$ cat src/sv/hwm_pkg.sv
package hwm_pkg;

  localparam int unsigned TimeW  = 32;
  localparam int unsigned PointW = 8;
  localparam int unsigned RegIdxW = 2;

  localparam logic [TimeW-1:0] FreezeTimeoutReset = 32'd35000;
  localparam logic [TimeW-1:0] WarnThresholdReset = 32'd15000;
  localparam logic [TimeW-1:0] WarnIntervalReset  = 32'd5000;

  typedef enum logic [1:0] {
    CMD_CHECK  = 2'd0,
    CMD_BEAT   = 2'd1,
    CMD_TRACE  = 2'd2,
    CMD_REPORT = 2'd3
  } hwm_cmd_e;

  typedef enum logic [RegIdxW-1:0] {
    REG_ENABLE    = 2'd0,
    REG_TIMEOUT   = 2'd1,
    REG_THRESHOLD = 2'd2,
    REG_INTERVAL  = 2'd3
  } hwm_reg_e;

  typedef struct packed {
    hwm_cmd_e           cmd;
    logic [TimeW-1:0]   now_ms;
    logic [PointW-1:0]  checkpoint;
  } hwm_in_t;

  typedef struct packed {
    logic               warn;
    logic               restart;
    logic [TimeW-1:0]   elapsed_ms;
    logic               crash_valid;
    logic [TimeW-1:0]   crash_time;
    logic [TimeW-1:0]   crash_last_beat;
    logic [TimeW-1:0]   crash_elapsed;
    logic [PointW-1:0]  trace_point;
    logic [TimeW-1:0]   trace_time;
  } hwm_out_t;

  typedef struct packed {
    logic               enable;
    logic [TimeW-1:0]   timeout;
    logic [TimeW-1:0]   threshold;
    logic [TimeW-1:0]   interval;
  } hwm_cfg_t;

endpackage

$ cat src/sv/hwm_cfg.sv
module hwm_cfg (
  input  logic                         clk_i,
  input  logic                         rst_ni,
  input  logic                         cfg_we_i,
  input  logic [hwm_pkg::RegIdxW-1:0]  cfg_idx_i,
  input  logic [hwm_pkg::TimeW-1:0]    cfg_wdata_i,
  output hwm_pkg::hwm_cfg_t            cfg_o
);
  import hwm_pkg::*;

  hwm_cfg_t cfg_q, cfg_d;

  always_comb begin
    cfg_d = cfg_q;
    if (cfg_we_i) begin
      unique case (cfg_idx_i)
        REG_ENABLE:    cfg_d.enable    = cfg_wdata_i[0];
        REG_TIMEOUT:   cfg_d.timeout   = cfg_wdata_i;
        REG_THRESHOLD: cfg_d.threshold = cfg_wdata_i;
        REG_INTERVAL:  cfg_d.interval  = cfg_wdata_i;
        default:       cfg_d = cfg_q;
      endcase
    end
  end

  always_ff @(posedge clk_i or negedge rst_ni) begin
    if (!rst_ni) begin
      cfg_q.enable    <= 1'b1;
      cfg_q.timeout   <= FreezeTimeoutReset;
      cfg_q.threshold <= WarnThresholdReset;
      cfg_q.interval  <= WarnIntervalReset;
    end else begin
      cfg_q <= cfg_d;
    end
  end

  assign cfg_o = cfg_q;

endmodule

$ cat src/sv/hwm_core.sv
module hwm_core (
  input  logic               clk_i,
  input  logic               rst_ni,
  input  logic               fire_i,
  input  hwm_pkg::hwm_in_t   item_i,
  input  hwm_pkg::hwm_cfg_t  cfg_i,
  output hwm_pkg::hwm_out_t  res_o
);
  import hwm_pkg::*;

  logic [TimeW-1:0]  last_beat_q, last_beat_d;
  logic [TimeW-1:0]  last_warn_q, last_warn_d;
  logic              rec_valid_q, rec_valid_d;
  logic [TimeW-1:0]  rec_time_q, rec_time_d;
  logic [TimeW-1:0]  rec_beat_q, rec_beat_d;
  logic [TimeW-1:0]  rec_elapsed_q, rec_elapsed_d;
  logic [PointW-1:0] trace_point_q, trace_point_d;
  logic [TimeW-1:0]  trace_time_q, trace_time_d;

  logic [TimeW-1:0]  elapsed;
  logic [TimeW-1:0]  since_warn;
  logic              freeze;
  logic              warn;

  assign elapsed    = item_i.now_ms - last_beat_q;
  assign since_warn = item_i.now_ms - last_warn_q;
  assign freeze     = cfg_i.enable && (elapsed > cfg_i.timeout);
  // A freeze takes precedence; it never raises a warning on the same check.
  assign warn       = cfg_i.enable && !freeze && (elapsed > cfg_i.threshold) &&
                      (since_warn > cfg_i.interval);

  always_comb begin
    res_o         = '0;
    last_beat_d   = last_beat_q;
    last_warn_d   = last_warn_q;
    rec_valid_d   = rec_valid_q;
    rec_time_d    = rec_time_q;
    rec_beat_d    = rec_beat_q;
    rec_elapsed_d = rec_elapsed_q;
    trace_point_d = trace_point_q;
    trace_time_d  = trace_time_q;
    unique case (item_i.cmd)
      CMD_CHECK: begin
        res_o.elapsed_ms = elapsed;
        res_o.restart    = freeze;
        res_o.warn       = warn;
        if (freeze) begin
          rec_valid_d   = 1'b1;
          rec_time_d    = item_i.now_ms;
          rec_beat_d    = last_beat_q;
          rec_elapsed_d = elapsed;
          last_beat_d   = item_i.now_ms;
        end
        if (warn) begin
          last_warn_d = item_i.now_ms;
        end
      end
      CMD_BEAT: begin
        last_beat_d = item_i.now_ms;
      end
      CMD_TRACE: begin
        trace_point_d = item_i.checkpoint;
        trace_time_d  = item_i.now_ms;
      end
      CMD_REPORT: begin
        if (rec_valid_q) begin
          res_o.crash_valid     = 1'b1;
          res_o.crash_time      = rec_time_q;
          res_o.crash_last_beat = rec_beat_q;
          res_o.crash_elapsed   = rec_elapsed_q;
        end
        res_o.trace_point = trace_point_q;
        res_o.trace_time  = trace_time_q;
        rec_valid_d       = 1'b0;
      end
      default: res_o = '0;
    endcase
  end

  always_ff @(posedge clk_i or negedge rst_ni) begin
    if (!rst_ni) begin
      last_beat_q   <= '0;
      last_warn_q   <= '0;
      rec_valid_q   <= 1'b0;
      rec_time_q    <= '0;
      rec_beat_q    <= '0;
      rec_elapsed_q <= '0;
      trace_point_q <= '0;
      trace_time_q  <= '0;
    end else if (fire_i) begin
      last_beat_q   <= last_beat_d;
      last_warn_q   <= last_warn_d;
      rec_valid_q   <= rec_valid_d;
      rec_time_q    <= rec_time_d;
      rec_beat_q    <= rec_beat_d;
      rec_elapsed_q <= rec_elapsed_d;
      trace_point_q <= trace_point_d;
      trace_time_q  <= trace_time_d;
    end
  end

`ifndef SYNTH
  a_restart_sets_record: assert property (@(posedge clk_i) disable iff (!rst_ni)
    fire_i && res_o.restart |=> rec_valid_q && (last_beat_q == rec_time_q))
    else $error("freeze did not capture a record and re-arm the beat");

  a_report_clears_record: assert property (@(posedge clk_i) disable iff (!rst_ni)
    fire_i && (item_i.cmd == CMD_REPORT) |=> !rec_valid_q)
    else $error("report did not clear the crash record");

  a_warn_updates_time: assert property (@(posedge clk_i) disable iff (!rst_ni)
    fire_i && res_o.warn |=> (last_warn_q == $past(item_i.now_ms)))
    else $error("warning did not record its time");

  a_warn_excludes_restart: assert property (@(posedge clk_i) disable iff (!rst_ni)
    !(res_o.warn && res_o.restart))
    else $error("warn and restart raised together");
`endif

endmodule

$ cat src/sv/heartbeat_watchdog_monitor.sv
// Heartbeat watchdog monitor: each transfer carries a command (check, heartbeat, trace or
// report) with a millisecond timestamp, and yields exactly one result transfer. The block
// takes one item every cycle while the output is not stalled. Each item passes through the
// input register and then the output register, with the evaluation (two 32-bit
// subtractions and three compares) between them. Back pressure on the output stalls
// the input register, which then holds the input ready low. Configuration writes take
// effect at the next clock and should only be issued while no item is in flight.
module heartbeat_watchdog_monitor (
  input  logic                         clk_i,
  input  logic                         rst_ni,
  input  logic                         in_valid_i,
  output logic                         in_ready_o,
  input  hwm_pkg::hwm_in_t             in_data_i,
  output logic                         out_valid_o,
  input  logic                         out_ready_i,
  output hwm_pkg::hwm_out_t            out_data_o,
  input  logic                         cfg_we_i,
  input  logic [hwm_pkg::RegIdxW-1:0]  cfg_idx_i,
  input  logic [hwm_pkg::TimeW-1:0]    cfg_wdata_i
);
  import hwm_pkg::*;

  hwm_cfg_t cfg;
  hwm_in_t  in_data_q;
  logic     in_valid_q, in_valid_d;
  hwm_out_t out_data_q, res;
  logic     out_valid_q, out_valid_d;
  logic     advance;
  logic     in_xfer;

  hwm_cfg u_cfg (
    .clk_i       (clk_i),
    .rst_ni      (rst_ni),
    .cfg_we_i    (cfg_we_i),
    .cfg_idx_i   (cfg_idx_i),
    .cfg_wdata_i (cfg_wdata_i),
    .cfg_o       (cfg)
  );

  hwm_core u_core (
    .clk_i  (clk_i),
    .rst_ni (rst_ni),
    .fire_i (advance),
    .item_i (in_data_q),
    .cfg_i  (cfg),
    .res_o  (res)
  );

  // The held item moves on when the output register is empty or being drained.
  assign advance    = in_valid_q && (!out_valid_q || out_ready_i);
  assign in_ready_o = !in_valid_q || advance;
  assign in_xfer    = in_valid_i && in_ready_o;

  always_comb begin
    in_valid_d = in_valid_q;
    if (in_xfer) begin
      in_valid_d = 1'b1;
    end else if (advance) begin
      in_valid_d = 1'b0;
    end
    out_valid_d = out_valid_q;
    if (advance) begin
      out_valid_d = 1'b1;
    end else if (out_ready_i) begin
      out_valid_d = 1'b0;
    end
  end

  always_ff @(posedge clk_i or negedge rst_ni) begin
    if (!rst_ni) begin
      in_valid_q  <= 1'b0;
      out_valid_q <= 1'b0;
    end else begin
      in_valid_q  <= in_valid_d;
      out_valid_q <= out_valid_d;
    end
  end

  always_ff @(posedge clk_i) begin
    if (in_xfer) begin
      in_data_q <= in_data_i;
    end
    if (advance) begin
      out_data_q <= res;
    end
  end

  assign out_valid_o = out_valid_q;
  assign out_data_o  = out_data_q;

`ifndef SYNTH
  a_stalled_item_held: assert property (@(posedge clk_i) disable iff (!rst_ni)
    in_valid_q && !advance |=> in_valid_q && $stable(in_data_q))
    else $error("held item lost while stalled");

  a_no_overwrite: assert property (@(posedge clk_i) disable iff (!rst_ni)
    out_valid_q && !out_ready_i |-> !advance)
    else $error("unread result overwritten");

  a_accept_when_room: assert property (@(posedge clk_i) disable iff (!rst_ni)
    !in_valid_q |-> in_ready_o)
    else $error("input not ready while the input register is empty");
`endif

endmodule

$ cat config.mk
export PLATFORM = sky130hd
export DESIGN_NAME = heartbeat_watchdog_monitor
export DESIGN_NICKNAME = d
export VERILOG_FILES = /design/src/sv/hwm_pkg.sv /design/src/sv/hwm_cfg.sv /design/src/sv/hwm_core.sv /design/src/sv/heartbeat_watchdog_monitor.sv
export SDC_FILE = /design/constraint.sdc
export NUM_CORES = 1
export LEC_CHECK = 0
export BUFFER_PORTS_ARGS = -buffer_cell sky130_fd_sc_hd__buf_2
export CAP_MARGIN = 30
export CORE_AREA = 4 4 284 202
export DETAILED_ROUTE_END_ITERATION = 6
export DIE_AREA = 0 0 288 206
export SETUP_SLACK_MARGIN = 0.5
export SLEW_MARGIN = 20
export SYNTH_ARGS = -nofsm -noshare
export SYNTH_HDL_FRONTEND = slang
export SYNTH_SLANG_ARGS = --single-unit
$ cat constraint.sdc
create_clock -name clk_i -period 7.25 [get_ports clk_i]
set_clock_uncertainty 0.15 [all_clocks]
set_input_delay 0.3625 -clock clk_i [delete_from_list [all_inputs] [get_ports clk_i]]
set_output_delay 0.3625 -clock clk_i [all_outputs]
set_load 0.02 [all_outputs]
# --- Yosys cells after proc, flatten, opt, wreduce, memory -nomap -nowiden ---
# Index checks and enable logic that the tools add are counted.
# W data, S select, Z words.
classes:
  magnitude_cmp: 3
  multipliers: 0
  bitwise_logic: 0
  mux: 9
  n_shift: 0
  add_sub_neg: 2
  n_div: 0
  eq_ne: 7
  reduce_logical: 27
ops:
  columns: ["operator", "n"]
  rows:
  - ["$mux W97", 1]
  - ["$gt A32 B32 Y1", 3]
  - ["$pmux W32 S2", 1]
  - ["$sub A32 B32 Y32", 2]
  - ["$mux W32", 1]
  - ["$reduce_and A2 Y1", 6]
  - ["$reduce_and A3 Y1", 4]
  - ["$eq A2 B2 Y1 const B", 4]
  - ["$reduce_bool A2 Y1", 4]
  - ["$logic_and A1 B1 Y1", 6]
  - ["$mux W1", 5]
  - ["$eq A2 B1 Y1 const B", 2]
  - ["$logic_not A2 Y1", 2]
  - ["$logic_not A1 Y1", 3]
  - ["$logic_or A1 B1 Y1", 2]
  - ["$ne A2 B1 Y1 const B", 1]
  - ["$pmux W1 S2", 1]
totals:
  reg_bits: 513
  mem_count: 0
  ramBits: 0
  mem_bits_ro: 0
  word_cells: 74
  latch_bits: 0

# --- Logic depth before layout (Yosys ltp) ---
# Gate-level depths: netlist of the first run.
logic_depth:
  ltp_word: 8
  depth_mapped: 24
  ltp_nobuf: 23

# --- Cells and area by module ---
# From an unflattened synthesis of the first run, not the netlist that was laid out.
hier_totals:
  hier_cells: 1968
  area_unflattened_um2: 24516.0
modules_own_cells:
  columns: ["mod", "cells_each", "n_inst", "area_per_inst_um2", "seq_area_each_um2"]
  rows:
  - ["hwm_core", 1540, 1, 14355.0, 5029.8]
  - ["heartbeat_watchdog_monitor", 221, 1, 6500.0, 6446.2]
  - ["hwm_cfg", 207, 1, 3661.0, 2451.1]

# --- Worst setup path after synthesis of the first run ---
# Ideal clock, no wire load.
synth_timing:
  path_kind: "flip-flop to flip-flop"
  from: "register out_valid_q (netlist: out_valid_o)"
  to: "register u_core.last_warn_q[10]"
  synth_period_minus_slack_ns: 5.730
  setup_ns: 0.125
  path_buffers: 1
  arrival_time_ns: 5.455
  slack_ns: 1.520
  path_stages_with_launch: 7
  cell_sequence: "dfrtp_1 nand2b_1 nand2_1 inv_1 nand4_1 buf_2 mux2_2"
synth_via:
  elab_chain_cells: 4
synth_lines:
  columns: ["item", "line_no", "source"]
  rows:
  - ["start: declaration", "heartbeat_watchdog_monitor.sv:27", "logic out_valid_q, out_valid_d;"]
  - ["start signal: assignment", "heartbeat_watchdog_monitor.sv:75", "out_valid_q <= out_valid_d;"]
  - ["$logic_not A1 Y1", "heartbeat_watchdog_monitor.sv:50", "assign advance = in_valid_q && (!out_valid_q || out_ready_i);"]
  - ["$logic_or A1 B1 Y1", "heartbeat_watchdog_monitor.sv:50", null]
  - ["$logic_and A1 B1 Y1", "heartbeat_watchdog_monitor.sv:50", null]
  - ["net advance", "heartbeat_watchdog_monitor.sv:28", "logic advance;"]
  - ["$reduce_and A3 Y1 (no source line)", null, null]
  - ["end signal: assignment", "hwm_core.sv:92", "last_warn_q <= last_warn_d;"]
  - ["end: declaration", "hwm_core.sv:12", "logic [TimeW-1:0] last_warn_q, last_warn_d;"]
# The timed path passes the listed nets, and every way through them passes these cells.
# A chain may end at the register's enable or synchronous reset.

# --- Final worst setup path of the first run ---
layout_timing:
  from: "register in_data_q[21] in the netlist's numbering"
  to: "register u_core.rec_beat_q[3]"
layout_via:
  elab_chain_cells: 4
layout_lines:
  columns: ["item", "line_no", "source"]
  rows:
  - ["start: declaration", "heartbeat_watchdog_monitor.sv:24", "hwm_in_t in_data_q;"]
  - ["start signal: assignment", "heartbeat_watchdog_monitor.sv:81", "in_data_q <= in_data_i;"]
  - ["$sub A32 B32 Y32", "hwm_core.sv:25", "assign elapsed = item_i.now_ms - last_beat_q;"]
  - ["net u_core.elapsed[30]", "hwm_core.sv:20", "logic [TimeW-1:0] elapsed;"]
  - ["$gt A32 B32 Y1", "hwm_core.sv:27", "assign freeze = cfg_i.enable && (elapsed > cfg_i.timeout);"]
  - ["$logic_and A1 B1 Y1", "hwm_core.sv:27", null]
  - ["$reduce_and A3 Y1 (no source line)", null, null]
  - ["end signal: assignment", "hwm_core.sv:95", "rec_beat_q <= rec_beat_d;"]
  - ["end: declaration", "hwm_core.sv:15", "logic [TimeW-1:0] rec_beat_q, rec_beat_d;"]
# The timed path passes the listed nets, and every way through them passes these cells.

==> results_dict.tcl, run 1 <==
set metrics [dict create \
    ant_nets 0 \
    worstPathMaxFanout 47 \
    placed_area_um2 26500 \
    clock_sinks 513 \
    clockRootBuffer "clkbuf_16" \
    rows 72 \
    wirelength_um 60200 \
    coreArea_um2 54800 \
    drt_first_iter_violations 952 \
    grt_first_pass_wirelength_um 93800 \
    setup_viol 0 \
    cp-start-kind "flip-flop" \
    r2r_start "in_data_q[21]" \
    drive_above_1_share_pct 30.5 \
    cts_buffers 51 \
    path_clk_slew_ps 60 \
    hold_class "in2reg" \
    finalCritPeriodShare_pct 83.3 \
    detail_route.first_pass.iterations 7 \
    drv_cap 0 \
    clk_latency_ps 600 \
    area_delta_synth_final_pct 18.8 \
    power_per_cell_area_nw_per_um2 378 \
    vias 15608 \
    end_kind "flip-flop" \
    final_nets 2447 \
    postSynthCellCount 1861 \
    synth.top_cell.area_share_pct 28.8 \
    max_slew_margin_pct 29.8 \
    synth-edff-count 213 \
    hold_depth 3 \
    netlist_area_um2 24400 \
    grt_pass1_vias 16016 \
    timing.setup.critical_path_class "reg2reg" \
    p_leak_nw 13.3 \
    track_usage_pct 20.4 \
    postCtsSetupRepairBufs 0 \
    gp_congestion 0.863 \
    ys_seq_area_share_pct 57.0 \
    finalSetupTns_ps 0 \
    grt_setup_unrepaired "no" \
    post_cts_resized 0 \
    max_freq_ghz 0.166 \
    arrival_ps 6370 \
    die_h_um 206 \
    violations "DRC" \
    critPathMaxStageDelay_ps 590 \
    critPathLaunch "in_data_q[21]" \
    dp_hpwl_um 42600 \
    reg2regPathDepth 18 \
    grt-ovfl-total 0 \
    io_buffers 253 \
    routedWlPerCell_um 20.1 \
    worstHoldStart "cfg_idx_i[0]" \
    path_cells "ha_1, nand2_1, o21ai_0, a31oi_1, o21ai_0, a41oi_1, o2bb2ai_1, o21ai_0, xor2_1, ha_1, nand4_1, or2_1, nor3_1, o211ai_1, and2_1, nor3_4, buf_4, mux2_2" \
    hold_viol_final 0 \
    viasPerCell 5.22 \
    io_pins 254 \
    syn-num-nets 2102 \
    critPathRequiredTime_ps 7580 \
    critical_path.most_common_cell "o21ai_0" \
    worst_slew_pin_slew_ps 1050 \
    max-vdd-ir-drop_uv 192 \
    finalInstanceArea_um2 29000 \
    die_x_um 288 \
    outcome "finished with violations" \
    cpMaxStageDelayCell "buf_4" \
    fin_crit_ps 6040 \
    final_max_slew_viol_count 0 \
    post_synth_num_cell_types 75 \
    ys_async_sr_fraction_pct 58.5 \
    cts_tree "built" \
    dieArea_um2 59300 \
    grt_max_degree 168 \
    synth_flop_cell "dfrtp_1" \
    yosys-top-cells-area "dfrtp_1, edfxtp_1, mux2_2, ha_1, and2_1" \
    syn_avg_cell_area_um2 13.1 \
    max-clock-path-buffers 3 \
    drt_drc_violations_left 6 \
    synthDominantAreaCellType "dfrtp_1" \
    ctsHtreeMaxLevel 2 \
    yosys_warnings 0 \
    synth_seq_cells 513 \
    start_util_pct 44.6 \
    antenna_found_initial 4 \
]
-- layer usage --
layer | track usage [%] | share of wire, % | vias up
met1 | 31.8 | 51 | 7827
li1 | - | - | 7332
met2 | 29.7 | 41 | 383
met4 | 4.36 | 1.6 | 0
met3 | 3.63 | 5.8 | 66
met5 | 0 | 0 | -
-- kinds of logic after synthesis --
logic type                 synth area share, %
AOI/OAI and AO/OA                         6.73
xor gates and xnor gates                  2.01
adders and majority gates                 8.26
buffers and inverters                     3.68
DFF                                       57.0
muxes                                     13.7
and+or+nand+nor                           8.56
-- flip-flops by register name, indices dropped and copies added, names as in the netlist, 8 cells and up --
| register | flops |
|---|---|
| in_data_q | 42 |
| out_data_o | 171 |
| u_cfg.cfg_o | 97 |
| u_core.last_beat_q | 32 |
| u_core.last_warn_q | 32 |
| u_core.rec_beat_q | 32 |
| u_core.rec_elapsed_q | 32 |
| u_core.rec_time_q | 32 |
| u_core.trace_point_q | 8 |
| u_core.trace_time_q | 32 |
-- critical path, delay by kind of cell (launching register included) --
kind / cells / cell delay, ps
adder cells (fa/ha/maj): 2 / 690
multiplexers: 1 / 410
AO/OA/AOI/OAI: 7 / 1780
AND/OR/NAND/NOR: 6 / 1170
flip-flops: 1 / 540
buffers and inverters: 1 / 590
XOR/XNOR: 1 / 530
-- cells in the final DEF, fill, tap and decap left out, types with 10 or more instances in the layout --
cell           instances
nand2_1               36
dfstp_2               19
nor2b_1               11
nand3_1               14
nand4_1               32
nor2_1                43
xor2_1                20
xnor2_1               36
a21oi_1               75
dlygate4sd3_1         78
nand2b_1              12
buf_2                252
o21ai_0               30
clkbuf_1              15
dfrtp_1              281
a21o_1                65
and2_1               127
buf_4                 18
clkbuf_16             52
nor3_1                10
inv_1                165
o21a_1                16
ha_1                 158
and3_1                45
edfxtp_1             213
mux2_2               294
-- final cells by class --
cell class	count	area, um2
Fill cell	4748	25700
Sequential cell	513	13900
Multi-Input combinational cell	1123	9600
Timing Repair Buffer	351	2240
Clock buffer	71	1410
Tap cell	740	926
Inverter	166	631
Clock inverter	24	285
Antenna cell	1	2.50
-- cells in the mapped netlist, drive strengths merged, types with 3 or more instances --
cell / number
clkbuf: 33
a211oi: 5
a31oi: 8
nand2b: 12
or3: 5
nand2: 36
and3: 47
and2: 129
mux2i: 3
nand3b: 5
a2111oi: 4
a21o: 65
nor3: 11
dfrtp: 281
dfstp: 19
nor2b: 11
nor2: 43
mux2: 295
xnor2: 36
nor4: 4
o21ai: 35
edfxtp: 213
a221o: 3
o211ai: 4
nand4: 32
o21a: 16
buf: 25
o21bai: 5
inv: 166
xor2: 20
o221ai: 3
nand3: 15
a21oi: 76
ha: 158
or2: 6
-- through the flow --
stage	total power, mW	instances	hold WS (ps)	setup WS [ps]	util, %
2_1_floorplan	6.93	1861	-83.1	1520	-
3_3_place_gp	8.13	2814	198	1300	48.4
3_5_place_dp	8.26	2814	201	1290	48.4
4_1_cts	11.0	2987	10.7	1220	52.9
5_1_grt	11.7	2988	31.7	846	53.0
6_report	11.0	2989	45.7	1210	53.0
-- path summary, 6_finish.rpt --
| kind | end | slack [ps] |
|---|---|---|
| max | u_core.rec_beat_q[3] | 1210 |
| min | u_cfg.cfg_o[96] | 50 |
| max reg2reg | u_core.rec_beat_q[3] | 1210 |
| min reg2reg | u_core.rec_valid_q | 320 |
| max in group asynchronous | u_core.last_warn_q[17] | 5430 |
| min in group asynchronous | u_core.rec_elapsed_q[28] | 150 |
-- report_power, final --
group          internal [mW]  switching [mW]  total, mW
clock network           1.55            1.13       2.67
logic                   1.78            2.44       4.22
registers               3.73           0.344       4.07
total                   7.05            3.91       11.0
-- timing repair --
| item | 4_1_cts | 5_1_grt |
|---|---|---|
| endpoints found under the setup margin | 0 | 0 |
| hold buffers | 78 | 0 |
| endpoints found under the hold margin | 202 | 0 |
Power figures use the tool's default switching activity.
==> run 2: changes to the inputs <==
==> constraint.sdc (replaced) <==
create_clock -name clk_i -period 5.9 [get_ports clk_i]
set_clock_uncertainty 0.15 [all_clocks]
set_input_delay 0.295 -clock clk_i [delete_from_list [all_inputs] [get_ports clk_i]]
set_output_delay 0.295 -clock clk_i [all_outputs]
set_load 0.02 [all_outputs]
==> run 2 against run 1 <==
  * The run now ends clean
  * Non-clock buffer count is 53 higher
  * Total power up 27%
  * Combinational power increased by 34%
  * Critical path type unchanged
==> results_dict.tcl, run 2 (synthesized netlist as in run 1, its figures left out) <==
set metrics [dict create \
    max-clock-path-buffers 3 \
    clk_latency_ps 610 \
    final_max_slew_viol_count 0 \
    p_leak_nw 13.6 \
    track_usage_pct 20.8 \
    critPathRequiredTime_ps 6220 \
    finalSetupTns_ps 0 \
    seqPwrFrac_pct 36.1 \
    grt-ovfl-total 0 \
    worstPathMaxFanout 16 \
    place_ws_ps 242 \
    timing.setup.critical_path_class "reg2reg" \
    placed_area_um2 26800 \
    drt_first_iter_violations 993 \
    max_freq_ghz 0.191 \
    area_delta_synth_final_pct 22.1 \
    grt_first_pass_wirelength_um 94700 \
    p_sw_share_pct 36.1 \
    hold_viol_final 0 \
    vias 15846 \
    routedWlPerCell_um 20.7 \
    critPathMaxStageDelay_ps 490 \
    end_kind "flip-flop" \
    wirelength_um 62900 \
    grt_max_degree 133 \
    drt_drc_violations_left 0 \
    p_clk_share_pct 23.2 \
    clockRootBuffer "clkbuf_16" \
    fin_crit_ps 5240 \
    power_per_cell_area_nw_per_um2 466 \
    p_comb_share_pct 40.8 \
    grt_setup_unrepaired "no" \
    cp-start-kind "flip-flop" \
    io_pins 254 \
    rows 72 \
    setup_viol 0 \
    largest_reg_flops 171 \
    ctsHtreeMaxLevel 2 \
    antenna_found_initial 4 \
    hold_class "in2reg" \
    path_clk_slew_ps 60 \
    start_util_pct 44.6 \
    max_slew_margin_pct 32.6 \
    ant_nets 0 \
    final_common_cell "mux2_2" \
    total_power_mw 13.9 \
    max-vdd-ir-drop_uv 230 \
    finalInstanceArea_um2 29800 \
    cts_tree "built" \
    drive_above_1_share_pct 33.7 \
    outcome "completed" \
    cts_buffers 51 \
    cpMaxStageDelayCell "edfxtp_1" \
    power.internal_mw 8.87 \
    p_switching_mw 5.02 \
    path_cells "buf_4, ha_2, and4_1, o211a_1, o21a_1, o21bai_1, a311oi_2, buf_4, a31oi_1, xnor2_1, ha_1, a21o_1, a21o_1, a21o_1, a21oi_2, o221ai_1, a21oi_1, a211oi_2, nand4_1, buf_4, clkbuf_16, mux2_2" \
    coreArea_um2 54800 \
    die_x_um 288 \
    grt_pass1_vias 15996 \
    finalCritPeriodShare_pct 88.9 \
    setup_ws_ps 655 \
    die_h_um 206 \
    io_buffers 253 \
    detail_route.first_pass.iterations 5 \
    drv_cap 0 \
    arrival_ps 5570 \
    viasPerCell 5.21 \
    clock_sinks 513 \
    worst_slew_pin_slew_ps 985 \
    layout_common_cells "mux2_2, dfrtp_1, buf_2, edfxtp_1, inv_1" \
    gp_congestion 0.857 \
    dp_hpwl_um 44200 \
    final_nets 2500 \
    dieArea_um2 59300 \
]
-- run 2: cell types whose count changed in the layout (fill, tap and decap cells not counted), sizes merged --
cell	delta
inv	+2
buf	+48
clkbuf	-1
clkinvlp	-2
clkinv	+6
dlygate4sd3	+2
diode	+2
bufinv	-2
-- run 2: critical path: cells and delay by family (launching register included) --
| kind | cells | cell delay (ps) |
|---|---|---|
| compound gates | 12 | 2010 |
| xor+xnor | 1 | 320 |
| fa+ha+maj | 2 | 730 |
| buf+inv | 4 | 720 |
| flops | 1 | 490 |
| mux | 1 | 340 |
| simple gates | 2 | 360 |
-- run 2: repair_timing --
item                       CTS  global route
cloned                       1             3
pin swaps                    2            23
hold buffers                80             0
setup buffers                1            17
gates resized for setup      7            52
setup endpoints to repair  159           161
hold endpoints to repair   223             0
-- run 2: power groups by stage --
stage | sequential, mW | combinational (mW) | clock [mW]
6_report | 5.01 | 5.66 | 3.22
5_1_grt | 5.10 | 6.24 | 3.45
4_1_cts | 5.02 | 5.43 | 3.30
3_5_place_dp | 5.08 | 5.31 | 0
3_3_place_gp | 5.06 | 5.19 | 0
2_1_floorplan | 5.08 | 3.44 | 0
-- run 2: layer usage --
metal / track usage, % / vias to the layer above / part of all wire (%)
met4: 4.46 / 0 / 1.6
met3: 4.11 / 64 / 6.2
met2: 29.5 / 391 / 41
li1: - / 7455 / -
met5: 0 / - / 0
met1: 32.7 / 7936 / 51
-- run 2: metrics by stage --
stage / utilization [%] / hold slack (ps) / cells
after floorplan: - / -151 / 1861
after global placement: 49.0 / 242 / 2844
after detailed placement: 49.0 / 249 / 2844
after CTS: 53.6 / 8.06 / 3021
after global routing: 54.4 / 42.9 / 3042
final: 54.4 / 44.6 / 3044
-- run 2: final cells by class --
cell class,instances,area (um2)
fillers,4695,25000
inverters,166,627
repair buffers,404,2820
clock buffers,67,1390
diodes,3,7.51
clock inverters,28,267
flip-flops and latches,513,13900
well taps,740,926
multi-input cells,1123,9860
-- run 2: path summary, 6_finish.rpt --
kind	from	end	slack [ps]	depth (start not counted)
worst min-delay path	cfg_we_i	u_cfg.cfg_o[96]	40	3
worst min register to register	in_data_q[2]	u_core.trace_point_q[2]	320	1
min in group asynchronous	rst_ni	u_core.rec_elapsed_q[22]	170	2
worst max register to register	in_data_q[17]	u_core.last_warn_q[31]	660	22
worst max-delay path	in_data_q[17]	u_core.last_warn_q[31]	660	22
max in group asynchronous	rst_ni	u_core.rec_time_q[12]	4380	3
==> run 3: changes to the inputs <==
==> constraint.sdc (replaced) <==
create_clock -name clk_i -period 5.7 [get_ports clk_i]
set_clock_uncertainty 0.15 [all_clocks]
set_input_delay 0.285 -clock clk_i [delete_from_list [all_inputs] [get_ports clk_i]]
set_output_delay 0.285 -clock clk_i [all_outputs]
set_load 0.02 [all_outputs]
==> run 3 against run 2 <==
  * Critical path depth fell by 1
  * Total power rose by 9.3%
  * Critical endpoint is now u_core.rec_time_q[15]
  * Highest routed layer unchanged
  * Fmax fell by 0.82%
==> results_dict.tcl, run 3 (synthesized netlist as in run 1, its figures left out) <==
set metrics [dict create \
    outcome "completed" \
    die_x_um 288 \
    max-vdd-ir-drop_uv 283 \
    power_per_cell_area_nw_per_um2 487 \
    p_leak_nw 14.3 \
    antenna_found_initial 1 \
    track_usage_pct 21.3 \
    final_common_cell "dfrtp_1" \
    p_clk_share_pct 22.5 \
    stdcell_count 3097 \
    grt_first_pass_wirelength_um 96700 \
    worst_slew_pin_slew_ps 930 \
    p_comb_share_pct 43.2 \
    io_pins 254 \
    seqPwrFrac_pct 34.2 \
    dieArea_um2 59300 \
    ant_nets 0 \
    routedWlPerCell_um 21.8 \
    grt_max_degree 110 \
    viasPerCell 5.31 \
    critPathMaxStageDelay_ps 530 \
    place_ws_ps -39.5 \
    setup_viol 0 \
    final_util_pct 56.9 \
    gp_congestion 0.885 \
    finalCritPeriodShare_pct 92.8 \
    wirelength_um 67700 \
    path_clk_slew_ps 70 \
    grt_pass1_vias 16212 \
    dp_hpwl_um 42900 \
    timing.critical_path.buf_inv 4 \
    drt_drc_violations_left 0 \
    area_delta_synth_final_pct 27.6 \
    p_sw_share_pct 36.2 \
    clk_latency_ps 610 \
    cts_buffers 52 \
    die_h_um 206 \
    critPathRequiredTime_ps 6030 \
    drv_cap 0 \
    final_nets 2553 \
    io_buffers 253 \
    fin_crit_ps 5290 \
    hold_class "in2reg" \
    cpMaxStageDelayCell "edfxtp_1" \
    largest_reg_flops 171 \
    max-clock-path-buffers 3 \
    finalSetupTns_ps 0 \
    p_switching_mw 5.49 \
    coreArea_um2 54800 \
    ctsHtreeMaxLevel 2 \
    cp-start-kind "flip-flop" \
    timing.setup.critical_path_class "reg2reg" \
    rows 72 \
    layout_common_cells "dfrtp_1, buf_2, mux2_2, edfxtp_1, inv_1" \
    path_cells "ha_2, a21oi_1, nand2_1, a21o_1, o211a_1, o211ai_4, nand2b_1, a221o_1, xor2_4, ha_4, nand4_1, or2_4, nor3_4, o211ai_1, and2_4, nor3_4, buf_6, buf_12, buf_12, buf_16, mux2_2" \
    clockRootBuffer "clkbuf_16" \
    clock_sinks 513 \
    grt-ovfl-total 0 \
    drive_above_1_share_pct 36.8 \
    setup_ws_ps 412 \
    drt_first_iter_violations 1090 \
    final_max_slew_viol_count 0 \
    hold_viol_final 0 \
    worstPathMaxFanout 6 \
    cts_tree "built" \
    grt_setup_unrepaired "yes" \
    max_freq_ghz 0.189 \
    start_util_pct 44.6 \
    critical-path-top-delay-family "compound AO/OA/AOI/OAI gates" \
    max_slew_margin_pct 37.6 \
    power.internal_mw 9.69 \
    arrival_ps 5620 \
    end_kind "flip-flop" \
    total_power_mw 15.2 \
    detail_route.first_pass.iterations 5 \
    dp.cells 2851 \
    vias 16458 \
]
[run 3: cell count changes in the layout (fill, tap and decap cells not counted), sizes merged]
| cell | delta |
|---|---|
| clkinv | -2 |
| bufinv | +1 |
| clkbuf | +13 |
| diode | -2 |
| dlymetal6s2s | +1 |
| buf | +40 |
| inv | +2 |
[run 3: worst register-to-register path: stages (launching register included)]
cell      delay [ps]
edfxtp_1         530
ha_2             390
a21oi_1          190
nand2_1          120
a21o_1           210
o211a_1          280
o211ai_4         220
nand2b_1         130
a221o_1          400
xor2_4           200
ha_4             290
nand4_1          130
or2_4            320
nor3_4           230
o211ai_1         160
and2_4           190
nor3_4           140
buf_6            150
buf_12           170
buf_12           130
buf_16           110
mux2_2           330
[run 3: power groups by stage]
stage,Sequential (mW),Combinational [mW],Clock [mW]
2_1_floorplan,5.25,3.56,0
3_3_place_gp,5.22,5.40,0
3_5_place_dp,5.24,5.54,0
4_1_cts,5.18,5.87,3.50
5_1_grt,5.28,7.15,3.67
6_report,5.20,6.56,3.42
[run 3: area by class of cell]
type,count,area [um2]
fill,4498,23600
sequential,513,13900
multi-input combinational,1123,10400
timing repair buffer,456,3570
clock buffer,69,1400
tap,740,926
inverter,166,627
clock inverter,29,297
antenna,1,2.50
[run 3: final timing paths]
path / slack [ps] / cells after the start / endpoint / startpoint
worst max-delay path: 410 / 21 / u_core.rec_time_q[15] / in_data_q[17]
worst min-delay path: 30 / 3 / u_cfg.cfg_o[96] / cfg_we_i
worst max register to register: 410 / 21 / u_core.rec_time_q[15] / in_data_q[17]
worst min register to register: 320 / 1 / u_core.trace_point_q[2] / in_data_q[2]
max in group asynchronous: 3790 / 3 / u_cfg.cfg_o[87] / rst_ni
min in group asynchronous: 190 / 2 / u_core.rec_elapsed_q[24] / rst_ni
[run 3: stage by stage]
step	cell area, um2	hold slack (ps)
after floorplan	24400	-161
after global placement	26800	281
after detailed placement	26800	290
after CTS	29800	0.0380
after global routing	31200	37.3
final	31200	29.6
[run 3: timing repair]
action / CTS / global route
buffers inserted: 20 / 24
gates resized for setup: 43 / 170
hold buffers: 80 / 0
endpoints found under the hold margin: 236 / 0
pin swaps: 14 / 39
cloned: 5 / 17
setup endpoints to repair: 161 / 161
[run 3: metal layers]
metal	GRT usage, %	wire length (um)
met1	33.4	33200
met2	30.1	28300
met3	3.94	4690
met4	5.87	1450
met5	0	0
